### src/design/assert_macros.svh
// assertion macros used by the token assembler's result register (mta_emit)
// no dependencies
`ifndef ASSERT_MACROS_SVH
`define ASSERT_MACROS_SVH

// same-cycle implication, quiet during reset
`define ASSERT_IMPLY(lbl, clk, rst_n, a, b) \
	lbl: assert property (@(posedge clk) disable iff (!(rst_n)) (a) |-> (b)) \
		else $error("assertion failed");

// next-cycle implication, quiet during reset
`define ASSERT_NEXT(lbl, clk, rst_n, a, b) \
	lbl: assert property (@(posedge clk) disable iff (!(rst_n)) (a) |=> (b)) \
		else $error("assertion failed");

`endif

### src/design/mta_pkg.sv
// shared types, codes and opcode lookup for the token assembler
// no dependencies
`timescale 1ns / 1ps

package mta_pkg;

	// token kinds
	localparam logic [3:0] K_NEWLINE = 4'd0;
	localparam logic [3:0] K_MNEMONIC = 4'd1;
	localparam logic [3:0] K_HASH = 4'd2;
	localparam logic [3:0] K_OPEN = 4'd3;
	localparam logic [3:0] K_CLOSE = 4'd4;
	localparam logic [3:0] K_COMMA_X = 4'd5;
	localparam logic [3:0] K_COMMA_Y = 4'd6;
	localparam logic [3:0] K_NUM8 = 4'd7;
	localparam logic [3:0] K_NUM16 = 4'd8;
	localparam logic [3:0] K_END = 4'd9;

	// result status codes
	localparam logic [3:0] S_BYTE = 4'd0;
	localparam logic [3:0] S_DONE = 4'd1;
	localparam logic [3:0] S_EXP_INSTR = 4'd2;
	localparam logic [3:0] S_BAD_OPERAND = 4'd3;
	localparam logic [3:0] S_NO_OPCODE = 4'd4;
	localparam logic [3:0] S_EXP_NEWLINE = 4'd5;
	localparam logic [3:0] S_INDEX_BRANCH = 4'd6;
	localparam logic [3:0] S_EXP_CLOSE = 4'd7;
	localparam logic [3:0] S_EXP_NUMBER = 4'd8;
	localparam logic [3:0] S_BAD_INDIRECT = 4'd9;

	// addressing modes
	localparam logic [3:0] M_NONE = 4'd0;
	localparam logic [3:0] M_IMP = 4'd1;
	localparam logic [3:0] M_IMM = 4'd2;
	localparam logic [3:0] M_ZP0 = 4'd3;
	localparam logic [3:0] M_ZPX = 4'd4;
	localparam logic [3:0] M_ZPY = 4'd5;
	localparam logic [3:0] M_REL = 4'd6;
	localparam logic [3:0] M_ABS = 4'd7;
	localparam logic [3:0] M_ABX = 4'd8;
	localparam logic [3:0] M_ABY = 4'd9;
	localparam logic [3:0] M_IZX = 4'd10;
	localparam logic [3:0] M_IZY = 4'd11;
	localparam logic [3:0] M_IND = 4'd12;

	localparam logic [23:0] MN_JMP = "JMP";
	localparam logic [7:0] JMP_IND_OPCODE = 8'h6C;

	typedef struct packed {
		logic [7:0] data;
		logic [3:0] status;
	} res_t;

	typedef struct packed {
		logic [1:0] cnt;
		res_t [2:0] res;
	} batch_t;

	typedef struct packed {
		logic       ok;
		logic [7:0] op;
	} lookup_t;

	typedef enum logic [3:0] {
		G_NONE, G_ALU, G_SHF, G_INC, G_STX, G_LDX, G_STY, G_LDY, G_CP, G_BIT,
		G_BR, G_IMP, G_JMP, G_JSR, G_BRK
	} grp_t;

	function automatic logic is_branch(logic [23:0] mn);
		return mn == "BPL" || mn == "BMI" || mn == "BVC" || mn == "BVS" ||
			mn == "BCC" || mn == "BCS" || mn == "BNE" || mn == "BEQ";
	endfunction

	// opcode = group base + mode offset
	function automatic lookup_t find_op(logic [23:0] mn, logic [3:0] mode);
		grp_t       grp;
		logic [7:0] base;
		logic [7:0] off;
		logic       ok;
		lookup_t    r;
		grp = G_NONE;
		base = 8'h00;
		off = 8'h00;
		ok = 1'b0;
		case (mn)
			"ORA": begin grp = G_ALU; base = 8'h01; end
			"AND": begin grp = G_ALU; base = 8'h21; end
			"EOR": begin grp = G_ALU; base = 8'h41; end
			"ADC": begin grp = G_ALU; base = 8'h61; end
			"STA": begin grp = G_ALU; base = 8'h81; end
			"LDA": begin grp = G_ALU; base = 8'hA1; end
			"CMP": begin grp = G_ALU; base = 8'hC1; end
			"SBC": begin grp = G_ALU; base = 8'hE1; end
			"ASL": begin grp = G_SHF; base = 8'h02; end
			"ROL": begin grp = G_SHF; base = 8'h22; end
			"LSR": begin grp = G_SHF; base = 8'h42; end
			"ROR": begin grp = G_SHF; base = 8'h62; end
			"DEC": begin grp = G_INC; base = 8'hC2; end
			"INC": begin grp = G_INC; base = 8'hE2; end
			"STX": begin grp = G_STX; base = 8'h82; end
			"LDX": begin grp = G_LDX; base = 8'hA2; end
			"STY": begin grp = G_STY; base = 8'h80; end
			"LDY": begin grp = G_LDY; base = 8'hA0; end
			"CPY": begin grp = G_CP; base = 8'hC0; end
			"CPX": begin grp = G_CP; base = 8'hE0; end
			"BIT": begin grp = G_BIT; base = 8'h20; end
			"BPL": begin grp = G_BR; base = 8'h10; end
			"BMI": begin grp = G_BR; base = 8'h30; end
			"BVC": begin grp = G_BR; base = 8'h50; end
			"BVS": begin grp = G_BR; base = 8'h70; end
			"BCC": begin grp = G_BR; base = 8'h90; end
			"BCS": begin grp = G_BR; base = 8'hB0; end
			"BNE": begin grp = G_BR; base = 8'hD0; end
			"BEQ": begin grp = G_BR; base = 8'hF0; end
			"PHP": begin grp = G_IMP; base = 8'h08; end
			"CLC": begin grp = G_IMP; base = 8'h18; end
			"PLP": begin grp = G_IMP; base = 8'h28; end
			"SEC": begin grp = G_IMP; base = 8'h38; end
			"RTI": begin grp = G_IMP; base = 8'h40; end
			"PHA": begin grp = G_IMP; base = 8'h48; end
			"CLI": begin grp = G_IMP; base = 8'h58; end
			"RTS": begin grp = G_IMP; base = 8'h60; end
			"PLA": begin grp = G_IMP; base = 8'h68; end
			"SEI": begin grp = G_IMP; base = 8'h78; end
			"DEY": begin grp = G_IMP; base = 8'h88; end
			"TXA": begin grp = G_IMP; base = 8'h8A; end
			"TYA": begin grp = G_IMP; base = 8'h98; end
			"TXS": begin grp = G_IMP; base = 8'h9A; end
			"TAY": begin grp = G_IMP; base = 8'hA8; end
			"TAX": begin grp = G_IMP; base = 8'hAA; end
			"CLV": begin grp = G_IMP; base = 8'hB8; end
			"TSX": begin grp = G_IMP; base = 8'hBA; end
			"INY": begin grp = G_IMP; base = 8'hC8; end
			"DEX": begin grp = G_IMP; base = 8'hCA; end
			"CLD": begin grp = G_IMP; base = 8'hD8; end
			"INX": begin grp = G_IMP; base = 8'hE8; end
			"NOP": begin grp = G_IMP; base = 8'hEA; end
			"SED": begin grp = G_IMP; base = 8'hF8; end
			"JMP": begin grp = G_JMP; base = 8'h4C; end
			"JSR": begin grp = G_JSR; base = 8'h20; end
			"BRK": begin grp = G_BRK; base = 8'h00; end
			default: begin grp = G_NONE; base = 8'h00; end
		endcase
		case (grp)
			G_ALU: begin
				case (mode)
					M_IZX: begin ok = 1'b1; off = 8'h00; end
					M_ZP0: begin ok = 1'b1; off = 8'h04; end
					M_IMM: begin ok = (base != 8'h81); off = 8'h08; end
					M_ABS: begin ok = 1'b1; off = 8'h0C; end
					M_IZY: begin ok = 1'b1; off = 8'h10; end
					M_ZPX: begin ok = 1'b1; off = 8'h14; end
					M_ABY: begin ok = 1'b1; off = 8'h18; end
					M_ABX: begin ok = 1'b1; off = 8'h1C; end
					default: ok = 1'b0;
				endcase
			end
			G_SHF: begin
				case (mode)
					M_ZP0: begin ok = 1'b1; off = 8'h04; end
					M_IMP: begin ok = 1'b1; off = 8'h08; end
					M_ABS: begin ok = 1'b1; off = 8'h0C; end
					M_ZPX: begin ok = 1'b1; off = 8'h14; end
					M_ABX: begin ok = 1'b1; off = 8'h1C; end
					default: ok = 1'b0;
				endcase
			end
			G_INC: begin
				case (mode)
					M_ZP0: begin ok = 1'b1; off = 8'h04; end
					M_ABS: begin ok = 1'b1; off = 8'h0C; end
					M_ZPX: begin ok = 1'b1; off = 8'h14; end
					M_ABX: begin ok = 1'b1; off = 8'h1C; end
					default: ok = 1'b0;
				endcase
			end
			G_STX: begin
				case (mode)
					M_ZP0: begin ok = 1'b1; off = 8'h04; end
					M_ABS: begin ok = 1'b1; off = 8'h0C; end
					M_ZPY: begin ok = 1'b1; off = 8'h14; end
					default: ok = 1'b0;
				endcase
			end
			G_LDX: begin
				case (mode)
					M_IMM: begin ok = 1'b1; off = 8'h00; end
					M_ZP0: begin ok = 1'b1; off = 8'h04; end
					M_ABS: begin ok = 1'b1; off = 8'h0C; end
					M_ZPY: begin ok = 1'b1; off = 8'h14; end
					M_ABY: begin ok = 1'b1; off = 8'h1C; end
					default: ok = 1'b0;
				endcase
			end
			G_STY: begin
				case (mode)
					M_ZP0: begin ok = 1'b1; off = 8'h04; end
					M_ABS: begin ok = 1'b1; off = 8'h0C; end
					M_ZPX: begin ok = 1'b1; off = 8'h14; end
					default: ok = 1'b0;
				endcase
			end
			G_LDY: begin
				case (mode)
					M_IMM: begin ok = 1'b1; off = 8'h00; end
					M_ZP0: begin ok = 1'b1; off = 8'h04; end
					M_ABS: begin ok = 1'b1; off = 8'h0C; end
					M_ZPX: begin ok = 1'b1; off = 8'h14; end
					M_ABX: begin ok = 1'b1; off = 8'h1C; end
					default: ok = 1'b0;
				endcase
			end
			G_CP: begin
				case (mode)
					M_IMM: begin ok = 1'b1; off = 8'h00; end
					M_ZP0: begin ok = 1'b1; off = 8'h04; end
					M_ABS: begin ok = 1'b1; off = 8'h0C; end
					default: ok = 1'b0;
				endcase
			end
			G_BIT: begin
				case (mode)
					M_ZP0: begin ok = 1'b1; off = 8'h04; end
					M_ABS: begin ok = 1'b1; off = 8'h0C; end
					default: ok = 1'b0;
				endcase
			end
			G_BR: ok = (mode == M_REL);
			G_IMP: ok = (mode == M_IMP);
			G_JMP: begin
				case (mode)
					M_ABS: begin ok = 1'b1; off = 8'h00; end
					M_IND: begin ok = 1'b1; off = 8'h20; end
					default: ok = 1'b0;
				endcase
			end
			G_JSR: ok = (mode == M_ABS);
			G_BRK: ok = (mode == M_IMM);
			default: ok = 1'b0;
		endcase
		r.ok = ok;
		r.op = base + off;
		return r;
	endfunction

	// opcode followed by its operand bytes
	function automatic batch_t instr_batch(logic [7:0] op, logic [3:0] mode, logic [15:0] val);
		batch_t b;
		b = '0;
		b.res[0].data = op;
		if (mode == M_IMP) begin
			b.cnt = 2'd1;
		end else begin
			b.res[1].data = val[7:0];
			if (mode == M_ABS || mode == M_ABX || mode == M_ABY || mode == M_IND) begin
				b.res[2].data = val[15:8];
				b.cnt = 2'd3;
			end else begin
				b.cnt = 2'd2;
			end
		end
		return b;
	endfunction

	function automatic batch_t status_batch(logic [3:0] code);
		batch_t b;
		b = '0;
		b.cnt = 2'd1;
		b.res[0].status = code;
		return b;
	endfunction

endpackage

### src/design/mos6502_token_assembler.sv
// top level of the streaming 6502 token assembler
// depends on mta_pkg, mta_parse and mta_emit
`timescale 1ns / 1ps

// usage:
// input channel takes one lexed token word (kind, mnemonic, value) per
// accepted handshake; output channel gives one result word (out_byte,
// is_last, status) per handshake. a token yields zero to three words and
// is_last marks the final word of each token.
// a token is registered in the input register on acceptance, decoded
// combinationally and loaded as a batch into the result register.
// the single result register sends one word per cycle while out_stall is
// low; a token is taken when that register is empty or its last word
// leaves, so an instruction with a 16-bit operand holds the input until
// its three words are sent.
// while the receiver stalls, the current word holds and the next token
// waits in the input register; in_stall rises once that register is full.
// reset clears the parse state, the held mnemonic and operand, and the
// error latch; after an error every token is consumed with no words
// until the next reset.

module mos6502_token_assembler (
	input  logic        clk,
	input  logic        arst_n,
	input  logic        in_valid,
	output logic        in_stall,
	input  logic [3:0]  kind,
	input  logic [23:0] mnemonic,
	input  logic [15:0] value,
	output logic        out_valid,
	input  logic        out_stall,
	output logic [7:0]  out_byte,
	output logic        is_last,
	output logic [3:0]  status
);

	logic            vld_s1;
	logic [3:0]      kind_s1;
	logic [23:0]     mnemonic_s1;
	logic [15:0]     value_s1;
	logic            free;
	logic            take;
	mta_pkg::batch_t batch;

	assign take = vld_s1 && free;
	assign in_stall = vld_s1 && !free;

	always_ff @(posedge clk or negedge arst_n) begin
		if (!arst_n) begin
			vld_s1 <= 1'b0;
		end else if (!in_stall) begin
			vld_s1 <= in_valid;
		end
	end

	always_ff @(posedge clk) begin
		if (in_valid && !in_stall) begin
			kind_s1 <= kind;
			mnemonic_s1 <= mnemonic;
			value_s1 <= value;
		end
	end

	mta_parse u_parse (
		.clk      (clk),
		.arst_n   (arst_n),
		.take     (take),
		.kind     (kind_s1),
		.mnemonic (mnemonic_s1),
		.value    (value_s1),
		.batch    (batch)
	);

	mta_emit u_emit (
		.clk       (clk),
		.arst_n    (arst_n),
		.load      (take),
		.batch     (batch),
		.free      (free),
		.out_valid (out_valid),
		.out_stall (out_stall),
		.out_byte  (out_byte),
		.is_last   (is_last),
		.status    (status)
	);

endmodule

### src/design/mta_parse.sv
// parse state machine: turns one token into a batch of up to three results
// depends on mta_pkg
`timescale 1ns / 1ps

module mta_parse (
	input  logic                clk,
	input  logic                arst_n,
	input  logic                take,
	input  logic [3:0]          kind,
	input  logic [23:0]         mnemonic,
	input  logic [15:0]         value,
	output mta_pkg::batch_t     batch
);

	typedef enum logic [3:0] {
		ST_INSTR, ST_OPER, ST_IMM, ST_ZP, ST_ABS, ST_EOL, ST_PAREN, ST_IND16,
		ST_IND8, ST_IZX_CLOSE, ST_IZY_Y, ST_FINISHED
	} pstate_t;

	pstate_t          state_q, state_d;
	logic [23:0]      mn_q, mn_d;
	logic [15:0]      val_q, val_d;
	logic             err_q, err_d;
	logic [3:0]       mode;
	logic             zp;
	mta_pkg::lookup_t lk;
	mta_pkg::batch_t  b;

	always_comb begin
		state_d = state_q;
		mn_d = mn_q;
		val_d = val_q;
		err_d = err_q;
		b = '0;
		mode = mta_pkg::M_NONE;
		zp = (state_q == ST_ZP);
		lk = '0;
		if (!err_q) begin
			case (state_q)
				ST_OPER: begin
					if (kind == mta_pkg::K_NEWLINE) begin
						lk = mta_pkg::find_op(mn_q, mta_pkg::M_IMP);
						if (!lk.ok) begin
							b = mta_pkg::status_batch(mta_pkg::S_NO_OPCODE);
							err_d = 1'b1;
						end else begin
							state_d = ST_INSTR;
							b = mta_pkg::instr_batch(lk.op, mta_pkg::M_IMP, val_q);
						end
					end else if (kind == mta_pkg::K_HASH) begin
						state_d = ST_IMM;
					end else if (kind == mta_pkg::K_OPEN) begin
						state_d = ST_PAREN;
					end else if (kind == mta_pkg::K_NUM16) begin
						val_d = value;
						state_d = ST_ABS;
					end else if (kind == mta_pkg::K_NUM8) begin
						val_d = value;
						state_d = ST_ZP;
					end else begin
						b = mta_pkg::status_batch(mta_pkg::S_BAD_OPERAND);
						err_d = 1'b1;
					end
				end
				ST_IMM: begin
					lk = mta_pkg::find_op(mn_q, mta_pkg::M_IMM);
					if (kind != mta_pkg::K_NUM8) begin
						b = mta_pkg::status_batch(mta_pkg::S_EXP_NUMBER);
						err_d = 1'b1;
					end else if (!lk.ok) begin
						b = mta_pkg::status_batch(mta_pkg::S_NO_OPCODE);
						err_d = 1'b1;
					end else begin
						val_d = value;
						state_d = ST_EOL;
						b = mta_pkg::instr_batch(lk.op, mta_pkg::M_IMM, value);
					end
				end
				ST_ZP, ST_ABS: begin
					mode = zp ? mta_pkg::M_ZP0 : mta_pkg::M_ABS;
					if (kind == mta_pkg::K_COMMA_X) begin
						mode = mode + 4'd1;
					end else if (kind == mta_pkg::K_COMMA_Y) begin
						mode = mode + 4'd2;
					end
					if (zp && mta_pkg::is_branch(mn_q) && mode == mta_pkg::M_ZP0) begin
						mode = mta_pkg::M_REL;
					end
					lk = mta_pkg::find_op(mn_q, mode);
					if (zp && mta_pkg::is_branch(mn_q) && mode != mta_pkg::M_REL) begin
						b = mta_pkg::status_batch(mta_pkg::S_INDEX_BRANCH);
						err_d = 1'b1;
					end else if (!lk.ok) begin
						b = mta_pkg::status_batch(mta_pkg::S_NO_OPCODE);
						err_d = 1'b1;
					end else if (kind == mta_pkg::K_COMMA_X || kind == mta_pkg::K_COMMA_Y) begin
						state_d = ST_EOL;
						b = mta_pkg::instr_batch(lk.op, mode, val_q);
					end else if (kind == mta_pkg::K_NEWLINE) begin
						state_d = ST_INSTR;
						b = mta_pkg::instr_batch(lk.op, mode, val_q);
					end else if (kind == mta_pkg::K_END) begin
						state_d = ST_FINISHED;
						b = mta_pkg::instr_batch(lk.op, mode, val_q);
						// room left in the batch: done rides along
						if (b.cnt == 2'd2) begin
							b.res[2].status = mta_pkg::S_DONE;
							b.cnt = 2'd3;
						end else if (b.cnt == 2'd1) begin
							b.res[1].status = mta_pkg::S_DONE;
							b.cnt = 2'd2;
						end
					end else begin
						b = mta_pkg::status_batch(mta_pkg::S_EXP_NEWLINE);
						err_d = 1'b1;
					end
				end
				ST_EOL: begin
					if (kind == mta_pkg::K_NEWLINE) begin
						state_d = ST_INSTR;
					end else if (kind == mta_pkg::K_END) begin
						state_d = ST_FINISHED;
						b = mta_pkg::status_batch(mta_pkg::S_DONE);
					end else begin
						b = mta_pkg::status_batch(mta_pkg::S_EXP_NEWLINE);
						err_d = 1'b1;
					end
				end
				ST_PAREN: begin
					if (kind == mta_pkg::K_NUM16) begin
						if (mn_q != mta_pkg::MN_JMP) begin
							b = mta_pkg::status_batch(mta_pkg::S_NO_OPCODE);
							err_d = 1'b1;
						end else begin
							val_d = value;
							state_d = ST_IND16;
						end
					end else if (kind == mta_pkg::K_NUM8) begin
						val_d = value;
						state_d = ST_IND8;
					end else begin
						b = mta_pkg::status_batch(mta_pkg::S_EXP_NUMBER);
						err_d = 1'b1;
					end
				end
				ST_IND16: begin
					if (kind != mta_pkg::K_CLOSE) begin
						b = mta_pkg::status_batch(mta_pkg::S_EXP_CLOSE);
						err_d = 1'b1;
					end else begin
						state_d = ST_EOL;
						b = mta_pkg::instr_batch(mta_pkg::JMP_IND_OPCODE, mta_pkg::M_IND, val_q);
					end
				end
				ST_IND8: begin
					lk = mta_pkg::find_op(mn_q, mta_pkg::M_IZX);
					if (kind == mta_pkg::K_COMMA_X) begin
						if (!lk.ok) begin
							b = mta_pkg::status_batch(mta_pkg::S_NO_OPCODE);
							err_d = 1'b1;
						end else begin
							state_d = ST_IZX_CLOSE;
							b = mta_pkg::instr_batch(lk.op, mta_pkg::M_IZX, val_q);
						end
					end else if (kind == mta_pkg::K_CLOSE) begin
						state_d = ST_IZY_Y;
					end else begin
						b = mta_pkg::status_batch(mta_pkg::S_BAD_INDIRECT);
						err_d = 1'b1;
					end
				end
				ST_IZX_CLOSE: begin
					if (kind != mta_pkg::K_CLOSE) begin
						b = mta_pkg::status_batch(mta_pkg::S_EXP_CLOSE);
						err_d = 1'b1;
					end else begin
						state_d = ST_INSTR;
					end
				end
				ST_IZY_Y: begin
					lk = mta_pkg::find_op(mn_q, mta_pkg::M_IZY);
					if (kind != mta_pkg::K_COMMA_Y) begin
						b = mta_pkg::status_batch(mta_pkg::S_BAD_INDIRECT);
						err_d = 1'b1;
					end else if (!lk.ok) begin
						b = mta_pkg::status_batch(mta_pkg::S_NO_OPCODE);
						err_d = 1'b1;
					end else begin
						state_d = ST_INSTR;
						b = mta_pkg::instr_batch(lk.op, mta_pkg::M_IZY, val_q);
					end
				end
				ST_FINISHED: begin
					b = mta_pkg::status_batch(mta_pkg::S_DONE);
				end
				default: begin
					// start of a line
					if (kind == mta_pkg::K_NEWLINE) begin
						state_d = ST_INSTR;
					end else if (kind == mta_pkg::K_MNEMONIC) begin
						mn_d = mnemonic;
						state_d = ST_OPER;
					end else if (kind == mta_pkg::K_END) begin
						state_d = ST_FINISHED;
						b = mta_pkg::status_batch(mta_pkg::S_DONE);
					end else begin
						b = mta_pkg::status_batch(mta_pkg::S_EXP_INSTR);
						err_d = 1'b1;
					end
				end
			endcase
		end
	end

	assign batch = b;

	always_ff @(posedge clk or negedge arst_n) begin
		if (!arst_n) begin
			state_q <= ST_INSTR;
			mn_q <= '0;
			val_q <= '0;
			err_q <= 1'b0;
		end else if (take) begin
			state_q <= state_d;
			mn_q <= mn_d;
			val_q <= val_d;
			err_q <= err_d;
		end
	end

endmodule

### src/design/mta_emit.sv
// result register: holds one batch and shifts it out one word per cycle while out_stall is low
// depends on mta_pkg and assert_macros.svh
`timescale 1ns / 1ps

`include "assert_macros.svh"

module mta_emit (
	input  logic            clk,
	input  logic            arst_n,
	input  logic            load,
	input  mta_pkg::batch_t batch,
	output logic            free,
	output logic            out_valid,
	input  logic            out_stall,
	output logic [7:0]      out_byte,
	output logic            is_last,
	output logic [3:0]      status
);

	logic [1:0]            cnt_q;
	mta_pkg::res_t [2:0]   res_q;
	logic                  out_take;

	assign out_valid = (cnt_q != 2'd0);
	assign out_take = out_valid && !out_stall;
	// a new batch may land when this one is empty or its last word leaves now
	assign free = (cnt_q == 2'd0) || (cnt_q == 2'd1 && !out_stall);
	assign out_byte = res_q[0].data;
	assign status = res_q[0].status;
	assign is_last = (cnt_q == 2'd1);

	always_ff @(posedge clk or negedge arst_n) begin
		if (!arst_n) begin
			cnt_q <= 2'd0;
		end else if (load) begin
			cnt_q <= batch.cnt;
		end else if (out_take) begin
			cnt_q <= cnt_q - 2'd1;
		end
	end

	always_ff @(posedge clk) begin
		if (load) begin
			res_q <= batch.res;
		end else if (out_take) begin
			res_q[0] <= res_q[1];
			res_q[1] <= res_q[2];
		end
	end

	`ASSERT_IMPLY(a_load_when_free, clk, arst_n, load, (cnt_q == 2'd0) || (cnt_q == 2'd1 && out_take))
	`ASSERT_IMPLY(a_status_is_last, clk, arst_n, out_valid && status != mta_pkg::S_BYTE, is_last)
	`ASSERT_NEXT(a_more_follow, clk, arst_n, out_take && !is_last, out_valid)

endmodule
### config.mk
export PLATFORM = sky130hd
export DESIGN_NAME = mos6502_token_assembler
export DESIGN_NICKNAME = d
export VERILOG_FILES = /design/src/design/mta_pkg.sv /design/src/design/mos6502_token_assembler.sv /design/src/design/mta_parse.sv /design/src/design/mta_emit.sv
export VERILOG_INCLUDE_DIRS = /design/src /design/src/design
export SDC_FILE = /design/constraint.sdc
export NUM_CORES = 1
export LEC_CHECK = 0
export BUFFER_PORTS_ARGS = -buffer_cell sky130_fd_sc_hd__buf_2
export CAP_MARGIN = 10
export CORE_MARGIN = 1
export CORE_UTILIZATION = 60
export DETAILED_ROUTE_END_ITERATION = 16
export GPL_TIMING_DRIVEN = 0
export HOLD_SLACK_MARGIN = 0.08
export PLACE_DENSITY = 0.89
export SLEW_MARGIN = 25
export SYNTH_ARGS = -nofsm -noshare
export SYNTH_HDL_FRONTEND = slang
export SYNTH_SLANG_ARGS = --single-unit
### constraint.sdc
create_clock -name clk -period 4.55 [get_ports clk]
set_input_delay 0.455 -clock clk [delete_from_list [all_inputs] [get_ports clk]]
set_output_delay 0.455 -clock clk [all_outputs]
set_load 0.02 [all_outputs]
; Yosys cells after proc, flatten, opt, wreduce, memory -nomap -nowiden
; Cells that the tools add are included.
[totals]
register_bits = 128
in_bits = 48
out_inout_bits = 15
word_cells = 414
[classes]
add_sub_neg = 8
n_eq_ne = 139
muxes = 193
bitwise_logic = 4
n_reduce_logical = 55
[op_table]
columns = operator, count
row1 = "24-bit by 23-bit equality test with 1-bit output, second input constant", 56
row2 = 38-bit 2-to-1 mux, 21
row3 = 8-bit case mux with 54 select lines, 1
row4 = 38-bit case mux with 10 select lines, 1
row5 = 8-bit 2-to-1 mux, 25
row6 = 37-bit 2-to-1 mux, 5
row7 = 4-bit 2-to-1 mux, 46
row8 = 16-bit 2-to-1 mux, 9
row9 = "4-bit equality test, second input constant", 21
row10 = "4-bit by 3-bit equality test with 1-bit output, second input constant", 18
row11 = 8-bit case mux with 8 select lines, 1
row12 = 4-bit case mux with 14 select lines, 1
row13 = 1-bit 2-to-1 mux, 50
row14 = 24-bit 2-to-1 mux, 2
row15 = 16-bit case mux with 3 select lines, 1
row16 = 8-bit adder, 5
row17 = "4-bit by 2-bit equality test with 1-bit output, second input constant", 10
row18 = 4-bit case mux with 10 select lines, 1
row19 = 5-bit case mux with 4 select lines, 2
row20 = 5-bit case mux with 7 select lines, 1
row21 = 5-bit case mux with 3 select lines, 2
row22 = "4-bit by 1-bit equality test with 1-bit output, second input constant", 7
row23 = 2-bit 2-to-1 mux, 13
row24 = 5-bit case mux with 5 select lines, 1
row25 = other kinds (41), 99

; Logic depth before layout (Yosys ltp)
; Gate-level depths: netlist (run 1).
[depth]
ltp_word = 37
mapped_depth = 22
ltp_nobuf = 20

; Cells and area by module
; Synthesis (run 1) repeated with hierarchy kept, for this count alone.
[unflattened]
cells_unflattened = 901
hier_area_um2 = 8712.1
[by_module_without_submodules]
columns = mod, n_inst, cells_per_inst, area_per_inst_um2, seq_area_each_um2
row1 = mta_parse, 1, 758, 5685.5, 1126.1
row2 = mta_emit, 1, 93, 1641.6, 1131.1
row3 = mos6502_token_assembler, 1, 50, 1385.1, 1346.3

; Worst setup path before layout (run 1)
; No wires, ideal clock.
[synth_path]
path_type = reg-to-reg
start = reg u_parse.state_q[1]
end = reg u_emit.res_q, in the netlist u_emit.out_byte[7] (data pin)
setup_ps = 264
arrival_ps = 3858
required_ps = 4286
path_slack_ps = 427
path_stages_with_launch = 23
n_path_buf = 2
period_less_slack_ps = 4123
cell_sequence = dfrtp_1 > clkbuf_1 > nand2_1 > nor3_1 > inv_1 > ha_1 > clkbuf_1 > nand2b_1 > or2_2 > o21a_1 > o22ai_1 > o21ai_0 > o2111a_1 > inv_1 > ha_1 > a21o_1 > a21oi_1 > inv_1 > a21oi_1 > nor2_1 > xnor2_1 > nand3_1 > nand3_1
[synth_between]
elab_chain_len = 26
word_cells_on_any_way = 82
classes_between = add/sub (3) / eq/ne (25) / mux (40) / reduce/logical (14)
[synth_rtl]
columns = element, line
row1 = start: declaration, mta_parse.sv:20  ; pstate_t state_q, state_d;
row2 = start signal: assignment, mta_parse.sv:224  ; state_q <= state_d;
row3 = 4-bit by 2-bit equality test with 1-bit output, "mta_parse.sv:36, mta_parse.sv:39"
row4 = 3-bit 2-to-1 mux, mta_parse.sv:80  ; mode = zp ? mta_pkg::M_ZP0 : mta_pkg::M_ABS;
row5 = 4-bit by 2-bit adder with 4-bit output, mta_parse.sv:84  ; mode = mode + 4'd2;
row6 = 4-bit 2-to-1 mux, mta_parse.sv:83  ; end else if (kind == mta_pkg::K_COMMA_Y) begin
row7 = 4-bit 2-to-1 mux, mta_parse.sv:81  ; if (kind == mta_pkg::K_COMMA_X) begin
row8 = 4-bit 2-to-1 mux, mta_parse.sv:39  ; case (state_q)
row9 = 4-bit 2-to-1 mux, mta_parse.sv:38  ; if (!err_q) begin
row10 = 4-bit by 2-bit equality test with 1-bit output, mta_parse.sv:86  ; if (zp && mta_pkg::is_branch(mn_q) && mode == mta_pkg::M_ZP0) begin
row11 = [... 10 more ...], n/a
row12 = 38-bit 2-to-1 mux, mta_parse.sv:102  ; end else if (kind == mta_pkg::K_END) begin
row13 = 38-bit 2-to-1 mux, mta_parse.sv:99  ; end else if (kind == mta_pkg::K_NEWLINE) begin
row14 = 38-bit 2-to-1 mux, mta_parse.sv:96  ; end else if (kind == mta_pkg::K_COMMA_X || kind == mta_pkg::K_COMMA_Y) begin
row15 = 38-bit 2-to-1 mux, mta_parse.sv:93  ; end else if (!lk.ok) begin
row16 = 38-bit 2-to-1 mux, mta_parse.sv:90  ; if (zp && mta_pkg::is_branch(mn_q) && mode != mta_pkg::M_REL) begin
row17 = 38-bit case mux with 10 select lines *, mta_parse.sv:39
row18 = 38-bit 2-to-1 mux *, mta_parse.sv:38
row19 = 24-bit 2-to-1 mux *, mta_emit.sv:43  ; if (load) begin
row20 = end signal: assignment, mta_emit.sv:44  ; res_q <= batch.res;
row21 = end: declaration, mta_emit.sv:21  ; mta_pkg::res_t [2:0] res_q;
; Every way passes the cells marked *; elsewhere a longest branch is shown, timed or not. The select of a mux whose other input is x is not followed.
; A chain may end at the register's enable or synchronous reset.

; Worst setup path in the final report (run 1)
[layout_path]
start = reg u_parse.mn_q[21]
end = reg u_emit.res_q, in the netlist u_emit.out_byte[6] (data pin)
[layout_between]
elab_chain_len = 27
word_cells_on_any_way = 220
classes_between = add/sub (5) / eq/ne (94) / mux (90) / reduce/logical (31)
[layout_rtl]
columns = element, line
row1 = start: declaration, mta_parse.sv:21  ; logic [23:0] mn_q, mn_d;
row2 = start signal: assignment, mta_parse.sv:225  ; mn_q <= mn_d;
row3 = 24-bit by 23-bit equality test with 1-bit output, "mta_pkg.sv:70, mta_pkg.sv:85"
row4 = 1-bit logical OR (4 in series), mta_pkg.sv:70  ; return mn == "BPL" || mn == "BMI" || mn == "BVC" || mn == "BVS" ||
row5 = 1-bit logical OR (3 in series), mta_pkg.sv:71  ; mn == "BCC" || mn == "BCS" || mn == "BNE" || mn == "BEQ";
row6 = 1-bit logical AND, "mta_parse.sv:86, mta_parse.sv:90"
row7 = 1-bit logical AND, mta_parse.sv:86
row8 = 4-bit 2-to-1 mux, mta_parse.sv:86
row9 = 4-bit 2-to-1 mux, mta_parse.sv:39
row10 = 4-bit 2-to-1 mux, mta_parse.sv:38
row11 = [... 6 more ...], n/a
row12 = 38-bit 2-to-1 mux, mta_parse.sv:102
row13 = 38-bit 2-to-1 mux, mta_parse.sv:99
row14 = 38-bit 2-to-1 mux, mta_parse.sv:96
row15 = 38-bit 2-to-1 mux, mta_parse.sv:93
row16 = 38-bit 2-to-1 mux, mta_parse.sv:90
row17 = 38-bit case mux with 10 select lines *, mta_parse.sv:39
row18 = 38-bit 2-to-1 mux *, mta_parse.sv:38
row19 = 24-bit 2-to-1 mux *, mta_emit.sv:43
; Marks and branches as above.

==> results of run 1 <==
==> cell families (layout without fill, tap and decap cells) <==
logic type | count (synthesis) | after routing | synth area share
and+or+nand+nor | 385 | 385 | 0.268
AOI/OAI and AO/OA | 207 | 207 | 0.182
DFF | 122 | 122 | 0.414
buffers and inverters | 83 | 192 | 0.0471
muxes | 44 | 44 | 0.0593
adders and majority gates | 13 | 13 | 0.0206
xor gates and xnor gates | 8 | 8 | 0.00848
other | 1 | 2 | 0.000454
==> report_power, final <==
part / internal (mW) / leakage, nW / switching [mW]
clock: 0.770 / 0.279 / 0.572
sequential: 1.50 / 1.37 / 0.0934
combinational: 0.336 / 2.22 / 0.573
total: 2.61 / 3.87 / 1.24
==> layer usage <==
| layer | vias up | GRT usage |
|---|---|---|
| met4 | 0 | 0.240 |
| met1 | 3854 | 0.488 |
| met2 | 622 | 0.647 |
| li1 | 3505 | - |
| met3 | 170 | 0.0776 |
| met5 | - | 0 |
==> repair_timing <==
item,CTS,global route
pin swaps,1,17
buffers inserted,1,15
setup endpoints to repair,26,5
gates resized for setup,5,46
==> cell usage in the layout, fill, tap and decap left out, drive strengths merged, types with 30 or more instances in the layout <==
| master | count |
|---|---|
| buf | 107 |
| nor2 | 76 |
| edfxtp | 74 |
| nand2 | 70 |
| clkbuf | 49 |
| dfrtp | 48 |
| o21ai | 45 |
| mux2 | 40 |
| a21oi | 38 |
| nor3 | 36 |
| nand3 | 32 |
| nand4 | 30 |
==> worst max-delay path, stage by stage, from the launching register on <==
cell      delay [ns]
dfrtp_1         0.47
nor4bb_2        0.47
clkbuf_4        0.32
nand4_1         0.26
o32ai_2         0.44
nor4_4          0.12
and2_4          0.20
nor4_1          0.35
nand2_1         0.15
nand4_1         0.14
ha_2            0.19
inv_1           0.05
fa_1            0.39
inv_1           0.09
a21o_1          0.13
a21oi_1         0.08
xor2_1          0.15
a32oi_1         0.22
nand2_1         0.08
==> worst paths after layout <==
path                            cells past startpoint                  to  slack, ns        startpoint
min in group clk                                    1      mnemonic_s1[2]       0.20       mnemonic[2]
worst min-delay path                                1  u_parse.state_q[0]       0.04            arst_n
worst min register to register                      1     u_parse.mn_q[3]       0.48    mnemonic_s1[3]
max in group asynchronous                           1    u_parse.mn_q[23]       3.97            arst_n
worst max-delay path                               18  u_emit.out_byte[6]       0.01  u_parse.mn_q[21]
worst max register to register                     18  u_emit.out_byte[6]       0.01  u_parse.mn_q[21]
==> cell type report <==
type | instances | area [um^2] | area share
Buffer | 60 | 320 | 0.0327
Clock buffer | 17 | 425 | 0.0435
Clock inverter | 15 | 153 | 0.0156
Inverter | 21 | 78.8 | 0.00805
Multi-Input combinational cell | 659 | 4700 | 0.480
Sequential cell | 122 | 3430 | 0.350
Tap cell | 176 | 220 | 0.0225
Timing Repair Buffer | 79 | 465 | 0.0475
==> cell usage after synthesis (19+ instances only) <==
library cell   n
nand4_1       29
nor3_1        34
nand3_1       32
inv_1         19
nor2_1        76
clkbuf_1      31
edfxtp_1      74
nand2_1       68
mux2_2        40
nor2b_1       19
dfrtp_1       48
a21oi_1       37
o21ai_0       42
==> sequential cells by signal, summed over array words and instances, names as in the netlist, 8 cells and up <==
signal and flops:
u_parse.mn_q 24, value_s1 16, u_emit.out_byte 8, mnemonic_s1 24, u_parse.val_q 16, u_emit.res_q 18
==> metrics.cfg, run 1 <==
[placement]
placed_cell_area_um2 = 8850
hpwl_um = 19700
dp.cells = 1103
post-place-ws_ns = -0.731
gp_congestion = 1.03
portBuffers = 62

[timing]
clock-skew-final_ns = 0.00977
setup_violations = 0
timing.final.ws_setup_ns = 0.0139
worst_pin_slew_ns = 0.910
max_freq_mhz = 220
maxSlewViolCount = 0
holdWs_ns = 0.0360
fin_crit_ns = 4.54
hold_violations = 0
finalCritPeriodShare = 0.997
finalSetupTns_ns = 0
relSlewSlack = 0.388

[clocking]
cts_max_level = 4
cts_sinks = 122
cts_tree = built
cts-buffers-inserted = 17
root_buffer = clkbuf_16
holdBufCountCts = 0
clk_pin_slew_worst_paths_ns = 0.07
clock_path_buffers = 2
clk-insertion-delay-late_ns = 0.43

[route]
wl_met3_um = 2650
wirelength_um = 28200
dr_total_vias = 8151
drt-met1-wl_um = 10400
drt_first_iter_violations = 1205
ant_nets = 0
route.detailed.drc = 0
wire_per_inst_um = 24.5
wl_met2_um = 13400
routed.top_layer = met4
dr.pass1.iters = 9
routed_via_density = 7.09

[worst_hold_path]
holdCritPathClass = input port to async pin

[floorplanning]
core_area_um2 = 13300
pin_count = 63
die_x_um = 119
die_area_um2 = 14300
fp-row-count = 42
start_util = 0.619
chipHeight_um = 119

[logic_synthesis]
yosysSeqAreaShare = 0.414
syn_inst = 863
synth_area_per_cell_um2 = 9.58
ys.flop_type = edfxtp_1
async_reset_ff_frac = 0.393
ys_ff_latch = 122
yosysTopAreaCell = edfxtp_1
yosysWarnings = 0
synth_cell_type_count = 96
synth_top_area_frac = 0.269
synth_edf_count = 74
synthesis.area_um2 = 8270
synth_area_leaders = edfxtp_1 (27%), dfrtp_1 (15%), mux2_2 (5.4%), nor2_1 (3.5%), nand2_1 (3.1%)

[global_routing]
grt-ovfl-total = 0
grt_usage = 0.397
grt_pass1_vias = 7739
grt_max_degree = 49
antenna_found_initial = 0
grt_pass1_wl_um = 42400

[worst_setup_path]
cp.required_ns = 4.73
cp-start-kind = register
crit_type = register to register
cp_max_fo = 10
cp-end-kind = register
cp.arrival_ns = 4.71

[final_layout]
fin_util = 0.734
n_fill_cell = 960
final_cell_area_um2 = 9790
insertedDiodeCount = 0
area_delta_synth_final_pct = 18.4
nets = 1021
final_cells = 1149
drive_above_1_share = 0.257

[power_and_ir_drop]
p_leak_nw = 3.87
p_per_area_nw_per_um2 = 393
power.total_mw = 3.85
peakVddDrop_mv = 0.449

[job]
drv_cap = 0

[status]
status = completed

(Power assumes the default switching activity.)
==> inputs of run 2 (changes only) <==
--- a/config.mk
+++ b/config.mk
@@ -8,13 +8,14 @@
 export LEC_CHECK = 0
 export BUFFER_PORTS_ARGS = -buffer_cell sky130_fd_sc_hd__buf_2
 export CAP_MARGIN = 10
-export CORE_MARGIN = 1
+export CORE_MARGIN = 8
 export CORE_UTILIZATION = 60
 export DETAILED_ROUTE_END_ITERATION = 16
 export GPL_TIMING_DRIVEN = 0
 export HOLD_SLACK_MARGIN = 0.08
-export PLACE_DENSITY = 0.89
+export PLACE_DENSITY = 0.88
 export SLEW_MARGIN = 25
 export SYNTH_ARGS = -nofsm -noshare
 export SYNTH_HDL_FRONTEND = slang
+export SYNTH_HIERARCHICAL = 1
 export SYNTH_SLANG_ARGS = --single-unit
==> metrics.cfg, run 2 <==
[logic_synthesis]
synthesis.area_um2 = 8710  ; was 8270 um^2
yosysWarnings = 6  ; was 0
synth_area_per_cell_um2 = 9.67  ; was 9.58 um^2
synth_edf_count = 80  ; was 74
yosysMostFrequentCell = nand2_1  ; was nor2_1
yosysSeqAreaShare = 0.414  ; about the same
syn_inst = 901  ; was 863
ys.flop_type = edfxtp_1  ; unchanged
synth_common_cells = nand2_1 (85), edfxtp_1 (80), nor2_1 (79), dfrtp_1 (48), mux2_2 (46)  ; was nor2_1 (76), edfxtp_1 (74), nand2_1 (68), dfrtp_1 (48), o21ai_0 (42)
async_reset_ff_frac = 0.375  ; was 0.393
ys_ff_latch = 128  ; was 122
synth_area_leaders = edfxtp_1 (28%), dfrtp_1 (14%), mux2_2 (5.9%), nand2_1 (3.7%), nor2_1 (3.4%)  ; was edfxtp_1 (27%), dfrtp_1 (15%), mux2_2 (5.4%), nor2_1 (3.5%), nand2_1 (3.1%)
yosysTopAreaCell = edfxtp_1  ; unchanged
synth_cell_type_count = 89  ; was 96
synth_top_area_frac = 0.276  ; was 0.269

[clocking]
cts-buffers-inserted = 17  ; unchanged
clk_pin_slew_worst_paths_ns = 0.06  ; was 0.07 ns
cts_tree = built  ; unchanged
cts_max_level = 4  ; unchanged
clk-insertion-delay-late_ns = 0.42  ; was 0.43 ns
cts_sinks = 128  ; was 122
clock_path_buffers = 2  ; unchanged
root_buffer = clkbuf_16  ; unchanged

[floorplanning]
pin_count = 63  ; unchanged
die_x_um = 137  ; was 119 um
chipHeight_um = 137  ; was 119 um
die_area_um2 = 18600  ; was 14300 um^2
start_util = 0.606  ; was 0.619
core_area_um2 = 14400  ; was 13300 um^2
fp-row-count = 44  ; was 42

[power_and_ir_drop]
peakVddDrop_mv = 0.472  ; was 0.449 mV
p_per_area_nw_per_um2 = 517  ; was 393 nW/um^2
p_leak_nw = 4.39  ; was 3.87 nW

[final_layout]
mostFrequentLayoutCell = nand2_1  ; was nor2_1
drive_above_1_share = 0.315  ; was 0.257
n_fill_cell = 986  ; was 960
nets = 1083  ; was 1021
area_delta_synth_final_pct = 22.2  ; was 18.4%
reg_top3 = mnemonic_s1: 24 flops, u_emit/res_q: 24 flops, u_parse/mn_q: 24 flops  ; was mnemonic_s1: 24 flops, u_parse.mn_q: 24 flops, u_emit.res_q: 18 flops
final_cell_mix = nand2_1 (81), edfxtp_1 (80), nor2_1 (76)  ; was nor2_1 (75), edfxtp_1 (74), buf_2 (71)
insertedDiodeCount = 0  ; unchanged

[worst_setup_path]
cp_num_buf_inv = 4  ; was 3
crit_type = register to register  ; unchanged
cp.required_ns = 4.72  ; was 4.73 ns
cp.arrival_ns = 4.71  ; about the same
max_stage_delay_ns = 0.43  ; was 0.47 ns
cp_max_fo = 10  ; unchanged
cp-end-kind = register  ; unchanged
critPathSlowestCell = fa_1  ; was dfrtp_1
cp_top_family = compound AO/OA/AOI/OAI gates  ; was simple AND/OR/NAND/NOR gates
cp_cell_sequence = buf_2 > buf_2 > nand4_1 > buf_4 > o22ai_2 > a21oi_1 > o2111ai_2 > nor2_1 > a31oi_1 > o221ai_2 > buf_4 > fa_1 > a21o_1 > a21oi_1 > xnor2_1 > o31ai_1 > a221o_1 > mux2_4  ; was nor4bb_2 > clkbuf_4 > nand4_1 > o32ai_2 > nor4_4 > and2_4 > nor4_1 > nand2_1 > nand4_1 > ha_2 > inv_1 > fa_1 > inv_1 > a21o_1 > a21oi_1 > xor2_1 > a32oi_1 > nand2_1
cp-start-kind = register  ; unchanged

[placement]
hpwl_um = 21000  ; was 19700 um
portBuffers = 62  ; unchanged
post-place-ws_ns = -0.593  ; was -0.731 ns
gp_congestion = 1.05  ; was 1.03

[timing]
max_freq_mhz = 220  ; about the same
relSlewSlack = 0.339  ; was 0.388
clock-skew-final_ns = 0.0141  ; was 0.00977 ns
finalCritPeriodShare = 0.997  ; about the same
setup_violations = 0  ; unchanged
maxSlewViolCount = 0  ; unchanged
holdWs_ns = 0.209  ; was 0.0360 ns
worst_pin_slew_ns = 0.985  ; was 0.910 ns
fin_crit_ns = 4.54  ; about the same
rsz0062_at_grt = true
hold_violations = 0  ; unchanged
timing.final.ws_setup_ns = 0.0115  ; was 0.0139 ns

[job]
drv_cap = 0  ; unchanged

[global_routing]
grt-ovfl-total = 0  ; unchanged
grt_max_degree = 49  ; unchanged
grt_pass1_vias = 8049  ; was 7739
grt_pass1_wl_um = 45500  ; was 42400 um
antenna_found_initial = 0  ; unchanged
grt_usage = 0.320  ; was 0.397

[worst_hold_path]
holdCritPathClass = input port to register  ; was input port to async pin

[route]
routed_via_density = 7.01  ; was 7.09
wl_met2_um = 13400  ; about the same
dr.pass1.iters = 6  ; was 9
drt_first_iter_violations = 1303  ; was 1205
ant_nets = 0  ; unchanged
wirelength_um = 30400  ; was 28200 um
wire_per_inst_um = 24.9  ; was 24.5 um
route.detailed.drc = 0  ; unchanged
wl_met3_um = 3890  ; was 2650 um
routed.top_layer = met4  ; unchanged
drt-met1-wl_um = 11800  ; was 10400 um
dr_total_vias = 8547  ; was 8151

[status]
status = completed  ; unchanged

run 2: layout make-up:
cell class	instances	area (um^2)	area share
Multi-Input combinational cell	686	5100	0.479
Sequential cell	128	3610	0.339
Timing Repair Buffer	100	601	0.0564
Clock buffer	18	429	0.0403
Buffer	68	393	0.0369
Tap cell	184	230	0.0216
Clock inverter	14	204	0.0192
Inverter	21	81.3	0.00764
run 2: routing by layer:
metal | global-route usage | vias to the layer above
li1 | - | 3637
met1 | 0.415 | 4046
met2 | 0.485 | 706
met3 | 0.103 | 158
met4 | 0.127 | 0
met5 | 0 | -
run 2: stage by stage:
stage / area, um^2 / cells / total power [mW] / util / setup TNS [ns]
final: 10600 / 1219 / 5.51 / 0.741 / 0
after global routing: 10600 / 1219 / 5.70 / 0.741 / -0.0751
after CTS: 10300 / 1203 / 5.37 / 0.717 / 0
after detailed placement: 9310 / 1156 / 3.76 / 0.648 / -7.35
after global placement: 9280 / 1155 / 3.69 / 0.646 / -17.31
after floorplan: 8740 / 909 / 3.18 / - / 0
run 2: kinds of logic (layout without fill, tap and decap cells):
family                   after synthesis  count (layout)  share of synthesized area
AO/OA/AOI/OAI                        169             169                      0.138
XOR/XNOR                               8               8                    0.00804
adder cells (fa/ha/maj)               13              13                     0.0195
buffers and inverters                 95             221                     0.0531
flip-flops                           128             128                      0.414
multiplexers                          67              67                     0.0936
other                                  1               9                   0.000430
AND/OR/NAND/NOR                      420             420                      0.273
run 2: worst register-to-register path: cells and delay by family, from the launching register on:
family                     cells  cell delay, ns
adders and majority gates      1            0.43
and+or+nand+nor                2            0.28
muxes                          1            0.25
xor gates and xnor gates       1            0.16
buffers and inverters          4            1.06
AOI/OAI and AO/OA              9            1.69
DFF                            1            0.42
run 2: what timing repair did:
item,in CTS,in global routing
setup buffers,19,17
pin swaps,8,15
hold buffers,1,0
gates resized for setup,47,64
endpoints found under the hold margin,4,0
endpoints found under the setup margin,29,13
run 2: worst paths after layout:
check / start / endpoint / slack, ns / depth (start not counted)
worst max-delay path: u_parse/mn_q[8] / u_emit/out_byte[6] / 0.01 / 18
worst min-delay path: mnemonic[3] / mnemonic_s1[3] / 0.21 / 1
worst max register to register: u_parse/mn_q[8] / u_emit/out_byte[6] / 0.01 / 18
worst min register to register: value_s1[8] / u_parse/val_q[8] / 0.47 / 1
max in group asynchronous: arst_n / u_parse/state_q[2] / 3.42 / 2
min in group asynchronous: arst_n / u_parse/mn_q[20] / 0.61 / 2
run 2: where the power goes:
part	internal, mW	total, mW	switching (mW)
sequential	1.68	1.88	0.204
clock	0.929	1.49	0.559
combinational	0.811	2.14	1.33
